**config.mk**
```make
export PLATFORM = sky130hd
export DESIGN_NAME = sbr_engine
export DESIGN_NICKNAME = d
export VERILOG_FILES = /design/src/rtl/core/assert_macros.svh /design/src/rtl/core/sbr_pkg.sv /design/src/rtl/core/sbr_engine.sv
export SDC_FILE = /design/constraint.sdc
export NUM_CORES = 1
export LEC_CHECK = 0
export BUFFER_PORTS_ARGS = -buffer_cell sky130_fd_sc_hd__buf_4
export CORE_AREA = 4 4 78 95
export CTS_BUF_LIST = sky130_fd_sc_hd__clkbuf_8 sky130_fd_sc_hd__clkbuf_16
export DETAILED_ROUTE_END_ITERATION = 8
export DIE_AREA = 0 0 82 99
export GPL_TIMING_DRIVEN = 0
export PLACE_DENSITY_LB_ADDON = 0.08
export SLEW_MARGIN = 20
export SYNTH_ARGS = -nofsm -noshare
export SYNTH_HDL_FRONTEND = slang
export SYNTH_SLANG_ARGS = --single-unit
```
**constraint.sdc**
```tcl
create_clock -name i_clk -period 3.4 [get_ports i_clk]
set_clock_uncertainty 0.05 [all_clocks]
set_input_delay 0 -clock i_clk [delete_from_list [all_inputs] [get_ports i_clk]]
set_output_delay 0 -clock i_clk [all_outputs]
set_load 0.05 [all_outputs]
```
**src/rtl/core/assert_macros.svh**
```systemverilog
// Assertion macros for the RTL of the S-box difference table block.
`ifndef ASSERT_MACROS_SVH
`define ASSERT_MACROS_SVH
`ifndef SYNTHESIS
// Same-cycle implication, checked at every rising edge outside reset.
`define SBR_ASSERT_IMP(lbl, clk, rst_n, ante, cons, msg) \
    lbl: assert property (@(posedge clk) disable iff (!rst_n) (ante) |-> (cons)) \
        else $error(msg);
// Next-cycle implication, checked at every rising edge outside reset.
`define SBR_ASSERT_NXT(lbl, clk, rst_n, ante, cons, msg) \
    lbl: assert property (@(posedge clk) disable iff (!rst_n) (ante) |=> (cons)) \
        else $error(msg);
`else
`define SBR_ASSERT_IMP(lbl, clk, rst_n, ante, cons, msg)
`define SBR_ASSERT_NXT(lbl, clk, rst_n, ante, cons, msg)
`endif
`endif

```
**src/rtl/core/sbr_pkg.sv**
```systemverilog
// Package: widths, operation codes, sequencer states and result type.
`default_nettype none
package sbr_pkg;

    localparam int SBOX_BITS_DEF = 8;
    localparam int INDEX_W       = 8;
    localparam int COUNT_W       = 9;

    typedef enum logic {
        OP_LOAD  = 1'b0,
        OP_QUERY = 1'b1
    } t_op;

    typedef enum logic [2:0] {
        ST_CLEAR,
        ST_IDLE,
        ST_FILL,
        ST_DRAIN,
        ST_SCAN,
        ST_FLUSH,
        ST_DONE
    } t_state;

    typedef struct packed {
        logic [INDEX_W-1:0] queried_difference;
        logic [INDEX_W-1:0] best_output_difference;
        logic [COUNT_W-1:0] best_pair_count;
    } t_result;

endpackage
`default_nettype wire

```
**src/rtl/core/sbr_engine.sv**
```systemverilog
// Sequencer and datapath: histogram fill with forwarding, then max scan with clear.
`default_nettype none
module sbr_engine #(
    parameter int SBOX_BITS = 8
) (
    input  wire logic                          i_clk,
    input  wire logic                          i_rst_n,
    input  wire logic                          i_in_valid,
    output logic                               o_in_ready,
    input  wire logic                          i_operation,
    input  wire logic [sbr_pkg::INDEX_W-1:0]   i_entry_index,
    input  wire logic [sbr_pkg::INDEX_W-1:0]   i_entry_value,
    input  wire logic [sbr_pkg::INDEX_W-1:0]   i_input_difference,
    output logic                               o_sb_we,
    output logic      [SBOX_BITS-1:0]          o_sb_waddr,
    output logic      [SBOX_BITS-1:0]          o_sb_wdata,
    output logic      [SBOX_BITS-1:0]          o_sb_raddr_a,
    output logic      [SBOX_BITS-1:0]          o_sb_raddr_b,
    input  wire logic [SBOX_BITS-1:0]          i_sb_rdata_a,
    input  wire logic [SBOX_BITS-1:0]          i_sb_rdata_b,
    output logic                               o_h_we,
    output logic      [SBOX_BITS-1:0]          o_h_waddr,
    output logic      [SBOX_BITS:0]            o_h_wdata,
    output logic      [SBOX_BITS-1:0]          o_h_raddr,
    input  wire logic [SBOX_BITS:0]            i_h_rdata,
    input  wire logic                          i_res_free,
    output logic                               o_res_valid,
    output sbr_pkg::t_result                   o_res
);

    import sbr_pkg::*;

    localparam logic [SBOX_BITS:0] FULL_COUNT = {1'b1, {SBOX_BITS{1'b0}}};

    t_state                r_state, n_state;
    logic [SBOX_BITS-1:0]  r_x, n_x;
    logic [SBOX_BITS-1:0]  r_dx;
    logic                  r_p1_vld;
    logic                  r_p2_vld;
    logic [SBOX_BITS-1:0]  r_p2_d;
    logic                  r_p2_hit;
    logic [SBOX_BITS:0]    r_fwd;
    logic                  r_s_vld;
    logic [SBOX_BITS-1:0]  r_s_y;
    logic [SBOX_BITS-1:0]  r_best_dy;
    logic [SBOX_BITS:0]    r_best_cnt;

    logic                  w_in_xfer;
    logic                  w_is_query;
    logic [SBOX_BITS-1:0]  w_dx_in;
    logic                  w_last;
    logic [SBOX_BITS-1:0]  w_d1;
    logic [SBOX_BITS:0]    w_cnt_inc;

    assign w_in_xfer  = i_in_valid && (r_state == ST_IDLE);
    assign w_is_query = (t_op'(i_operation) == OP_QUERY);
    assign w_dx_in    = i_input_difference[SBOX_BITS-1:0];
    assign w_last     = &r_x;
    assign w_d1       = i_sb_rdata_a ^ i_sb_rdata_b;
    // Back-to-back hit on the same bin: take the count written in the previous cycle.
    assign w_cnt_inc  = (r_p2_hit ? r_fwd : i_h_rdata) + (SBOX_BITS+1)'(1);

    assign o_in_ready   = (r_state == ST_IDLE);
    assign o_sb_we      = w_in_xfer && !w_is_query;
    assign o_sb_waddr   = i_entry_index[SBOX_BITS-1:0];
    assign o_sb_wdata   = i_entry_value[SBOX_BITS-1:0];
    assign o_sb_raddr_a = r_x;
    assign o_sb_raddr_b = r_x ^ r_dx;
    assign o_h_raddr    = (r_state == ST_SCAN) ? r_x : w_d1;

    always_comb begin
        if (r_p2_vld) begin
            o_h_we    = 1'b1;
            o_h_waddr = r_p2_d;
            o_h_wdata = w_cnt_inc;
        end else begin
            o_h_we    = (r_state == ST_CLEAR) || (r_state == ST_SCAN);
            o_h_waddr = r_x;
            o_h_wdata = '0;
        end
    end

    assign o_res_valid = (r_state == ST_DONE) && i_res_free;
    assign o_res.queried_difference     = INDEX_W'(r_dx);
    assign o_res.best_output_difference = INDEX_W'(r_best_dy);
    assign o_res.best_pair_count        = COUNT_W'(r_best_cnt);

    always_comb begin
        n_state = r_state;
        n_x     = '0;
        case (r_state)
            ST_CLEAR: begin
                n_x = r_x + 1'b1;
                if (w_last) n_state = ST_IDLE;
            end
            ST_IDLE: begin
                if (w_in_xfer && w_is_query) begin
                    n_state = (w_dx_in == '0) ? ST_DONE : ST_FILL;
                end
            end
            ST_FILL: begin
                n_x = r_x + 1'b1;
                if (w_last) n_state = ST_DRAIN;
            end
            ST_DRAIN: begin
                if (!r_p1_vld && !r_p2_vld) n_state = ST_SCAN;
            end
            ST_SCAN: begin
                n_x = r_x + 1'b1;
                if (w_last) n_state = ST_FLUSH;
            end
            ST_FLUSH: begin
                n_state = ST_DONE;
            end
            ST_DONE: begin
                if (i_res_free) n_state = ST_IDLE;
            end
            default: begin
                n_state = ST_IDLE;
            end
        endcase
    end

    always_ff @(posedge i_clk) begin
        if (!i_rst_n) begin
            r_state  <= ST_CLEAR;
            r_x      <= '0;
            r_p1_vld <= 1'b0;
            r_p2_vld <= 1'b0;
            r_s_vld  <= 1'b0;
        end else begin
            r_state  <= n_state;
            r_x      <= n_x;
            r_p1_vld <= (r_state == ST_FILL);
            r_p2_vld <= r_p1_vld;
            r_s_vld  <= (r_state == ST_SCAN);
        end
    end

    always_ff @(posedge i_clk) begin
        r_p2_d   <= w_d1;
        r_p2_hit <= r_p2_vld && (r_p2_d == w_d1);
        r_fwd    <= w_cnt_inc;
        r_s_y    <= r_x;
        if (w_in_xfer && w_is_query) begin
            r_dx       <= w_dx_in;
            r_best_dy  <= '0;
            r_best_cnt <= (w_dx_in == '0) ? FULL_COUNT : '0;
        end else if (r_s_vld && (i_h_rdata > r_best_cnt)) begin
            // Strict compare keeps the smallest difference on ties.
            r_best_dy  <= r_s_y;
            r_best_cnt <= i_h_rdata;
        end
    end

endmodule
`default_nettype wire

```
## After elaboration in Yosys (flattened, before gate mapping)

Index checks and enable logic that the tools add are counted.

- Reduce and logical (&&, ||, !) cells: 18
- Bitwise operators: 2
- Multiplexer cells: 16
- Magnitude comparators: 1
- Add/sub/neg operators: 2
- Equality and inequality tests: 13

Operators with widths:

| operator | number |
|---|---|
| two-way mux 9 bit | 5 |
| two-way mux 3 bit | 7 |
| one-hot mux 3 bit (7 select lines) | 1 |
| two-way mux 8 bit | 2 |
| XOR 8 bit | 2 |
| != test 2 bit (second input constant) | 5 |
| adder 9 x 1 -> 9 bit (second input constant) | 1 |
| == test 3 bit (second input constant) | 3 |
| greater-than comparator 9 bit | 1 |
| adder 8 x 1 -> 8 bit (second input constant) | 1 |
| == test 8 bit | 1 |
| zero test 8 bit | 1 |
| AND reduction 8 bit | 1 |
| logical AND 1 bit | 7 |
| == test 3 x 2 -> 1 bit (second input constant) | 2 |
| AND reduction 6 bit | 1 |
| == test 3 x 1 -> 1 bit (second input constant) | 1 |
| zero test 1 bit | 3 |
| zero test 3 bit | 1 |
| OR reduction 3 bit | 1 |
| != test 2 x 1 -> 1 bit (second input constant) | 1 |
| AND reduction 2 bit | 1 |
| nonzero test 2 bit | 1 |
| logical OR 1 bit | 1 |
| two-way mux 1 bit | 1 |

- Output and inout bits: 86
- Word-level logic and storage cells: 64
- Bits of input ports: 54
- Flip-flop bits (word level): 65

## Longest topological paths before layout

- Word-level depth: 5
- Gate-level depth with buffers: 8

## Worst setup path before layout

No wires, ideal clock.

- Path kind: reg2out
- From: register r_p2_hit
- To: output o_h_wdata[8]
- Setup slack: 853 ps
- Data required time: 3350 ps
- Arrival: 2497 ps
- Buffers on the path: 2
- Stages on the path, launching flop included: 9
- Path through: dfxtp_1 buf_6 buf_4 mux2i_1 inv_1 ha_1 o221a_2 nand3b_1 nor3b_1

- Cells in the longest elaborated chain, start to end: 3

RTL lines:

| what | RTL line | text |
|---|---|---|
| start: declaration | sbr_engine.sv:41 | `logic r_p2_hit;` |
| start signal: assignment | sbr_engine.sv:142 | `r_p2_hit <= r_p2_vld && (r_p2_d == w_d1);` |
| two-way mux 9 bit | sbr_engine.sv:61 | `assign w_cnt_inc = (r_p2_hit ? r_fwd : i_h_rdata) + (SBOX_BITS+1)'(1);` |
| adder 9 x 1 -> 9 bit | sbr_engine.sv:61 |  |
| two-way mux 9 bit | sbr_engine.sv:72 | `if (r_p2_vld) begin` |
| end: declaration | sbr_engine.sv:23 | `output logic [SBOX_BITS:0] o_h_wdata,` |

No other way between the ends.

## Worst setup path after layout

Ends and elaborated chain as after synthesis.

==> metrics.md <==
| Metric | Value |
|---|---|
| Syn Std Cell Area | `3310 µm²` |
| Antenna Cells | `0` |
| Critical path launch point type | `flip-flop` |
| P_leak | `2.19 nW` |
| Worst path bufs/invs | `4` |
| Non-filler cells, final | `573` |
| Max rail drop VDD | `0.287 mV` |
| Dpl cell area | `4340 µm²` |
| Largest area contributor in the netlist | `dfxtp_1` |
| Die ar. | `8120 µm²` |
| Die W | `82 µm` |
| Layout cells sized above 1 | `38.5%` |
| Synth-to-layout area growth | `47.6%` |
| Largest net degree at the start of global routing | `14` |
| Sequential share of the synthesized area | `44.5%` |
| Hold_ws | `14.8 ps` |
| Critical Path Sink Type | `output pin` |
| Vias per cell | `5.10` |
| WL per Instance | `16.3 µm` |
| Top_reg_cell synth | `dfxtp_1` |
| Final Core Density | `between 70 and 80%` |
| Worst Slack Setup Final | `944 ps` |
| Share of the synthesized area in the top cell type | `29.1%` |
| First-pass GRT wire length | `around 14 mm` |
| First drt pass iteration count | `4` |
| RSZ-0062 raised after global routing | `no` |
| Post-synth EDFFs | `17` |
| Residual DRC count | `0` |
| Ys async rst share | `0%` |
| Post-cts sizing count | `0` |
| Clock Sinks | `65` |
| Layout net count | `between 500 and 600` |
| Skew-Pair Late Insertion Delay | `~350 ps` |
| Gr ovfl total | `0` |
| Worst r2r path cells | `7` |
| PortBufs | `~120` |
| Io pins | `140` |
| Max Fclk | `between 400 and 500 MHz` |
| Total wire length | `9.33 mm` |
| CP Class | `flip-flop to output pin` |
| Top delay family on crit path | `buffers and inverters` |
| Critical-path top delay cell | `dfxtp_1` |
| Die H | `between 90 and 100 µm` |
| # rows | `32` |
| Number of global-route vias before repair | `2,965` |
| Worst-path cell chain | `buf_6, buf_4, mux2i_1, inv_1, ha_1, o221a_2, nand3b_1, nor3b_1, buf_4` |
| Slew @ Worst Pin | `491 ps` |
| Tot Pwr | `1.86 mW` |
| Worst Path Required | `3350 ps` |
| Finished Cell Area | `4880 µm²` |
| Fin crit share | `72.2%` |
| Initial antenna violation count | `0` |
| Mean Syn Cell Area | `10.5 µm²` |
| Syn nets | `380` |
| Critical path's most frequent cell | `buf_4` |
| Worst Path Arrival | `between 2000 and 2500 ps` |
| Final count of hold timing violations | `0` |
| Placed Cells incl. Taps | `523` |
| Clock transition at path regs | `80 ps` |
| Final setup fails | `0` |
| Setup TNS Final | `0 ps` |
| Final Max Slew Viols | `0` |
| GP Congestion | `0.783` |
| All-Layer GR Usage | `23.1%` |
| Initial core utilization | `about half` |
| H-tree depth | `3` |
| Most frequent cells after synthesis | `dfxtp_1 (48), nand2_1 (25), xor2_1 (21)` |
| Yosys reg bits | `65` |
| Fin crit period | `2460 ps` |
| Via count | `2,921` |
| Post-CTS Setup Inserts | `0` |
| Max_cap viols | `0` |
| Dpl ws | `1180 ps` |
| PwrDens | `~380 nW/µm²` |
| CTS buffer count | `9` |
| CTS tree | `done` |
| Synth cell types | `51` |
| Hold-critical path depth | `4` |
| Dpl hpwl | `6.49 mm` |
| Most frequent cell after synthesis | `dfxtp_1` |
| Worst rel slew slack | `67.1%` |
| Largest stage delay, worst path | `370 ps` |
| HP Class | `primary input to flip-flop` |
| Core area | `6410 µm²` |
| Outcome | `completed` |
| CTS Root Cell | `clkbuf_8` |
| Worst Path Max Fanout | `10` |
| Bufs on Longest Clock Path | `2` |
| ANT nets after route | `0` |
| Layout fillers | `about 460` |
| Area contributors post-synth | `dfxtp_1 (29%), edfxtp_1 (15%), xor2_1 (5.6%)` |
| Cells after Synth | `around 320` |
| Syn. warnings | `0` |
| Initial DRC count | `approximately 140` |
| Crit path depth | `9` |
==> cells in the final DEF (no fill, tap or decap), drive strengths merged, types with 8 or more instances in the layout <==
cell type / n
a21oi: 9
and2: 15
buf: 147
clkbuf: 13
dfxtp: 48
dlygate4sd3: 34
edfxtp: 17
ha: 11
inv: 19
mux2: 16
mux2i: 15
nand2: 25
nand3: 11
nor2: 10
o21ai: 8
xnor2: 13
xor2: 21
==> layer usage <==
metal | vias up | track usage [%] | part of all wire, %
li1 | 1419 | - | -
met1 | 1398 | 24.1 | 36
met2 | 93 | 43.5 | 56
met3 | 11 | 7.04 | 6.7
met4 | 0 | 6.27 | 1.2
met5 | - | 0 | 0
==> cells by family after synthesis <==
group,share of synthesized area (%)
fa+ha+maj,4.16
xor+xnor,9.01
simple gates,15.9
mux,10.1
buf+inv,7.95
flops,44.5
compound gates,8.40
==> power by group <==
group	leakage (nW)	internal, mW	total (mW)	switching [mW]
clock network	0.0960	0.344	0.674	0.330
logic	1.55	0.155	0.347	0.192
registers	0.547	0.817	0.838	0.0213
total	2.19	1.32	1.86	0.543
==> worst min-delay path, cell delays in order <==
cell and delay, ps:
buf_4 80, xor2_1 90, xor2_1 130, nor4_1 60
==> sequential cells by signal (all words and copies together) (netlist names) <==
| signal | cells |
|---|---|
| r_best_cnt | 9 |
| r_fwd | 9 |
| r_best_dy | 8 |
| r_p2_hit | 1 |
| r_p1_vld | 1 |
| r_p2_vld | 1 |
| r_p2_d | 8 |
| o_sb_raddr_a | 8 |
| r_dx | 8 |
| r_state | 3 |
| r_s_vld | 1 |
| r_s_y | 8 |
==> path summary, 6_finish.rpt <==
| check | slack [ps] | from | endpoint |
|---|---|---|---|
| worst max-delay path | 940 | r_p2_hit$_DFF_P_ | o_h_wdata[8] |
| worst min-delay path | 10 | i_sb_rdata_b[6] | r_p2_hit$_DFF_P_ |
| worst max register to register | 1200 | r_best_cnt[4]$_SDFFCE_PP0P_ | r_best_cnt[4]$_SDFFCE_PP0P_ |
| worst min register to register | 330 | o_sb_raddr_a[4]$_SDFF_PN0_ | r_s_y[4]$_DFF_P_ |
==> cell type report <==
| type | count | area (µm²) | share of cell area (%) |
|---|---|---|---|
| plain buffers | 28 | 195 | 4.00 |
| clock buffers | 9 | 124 | 2.54 |
| clock inverters | 7 | 80.1 | 1.64 |
| inverters | 18 | 67.6 | 1.38 |
| multi-input cells | 204 | 1570 | 32.2 |
| flip-flops and latches | 65 | 1470 | 30.2 |
| well taps | 85 | 106 | 2.18 |
| repair buffers | 157 | 1260 | 25.9 |
==> repair_timing <==
item | in CTS | in global routing
setup endpoints to repair | 0 | 0
endpoints found under the hold margin | 35 | 0
hold buffers | 34 | 0
No activity file was read; power rests on OpenSTA's default activity.
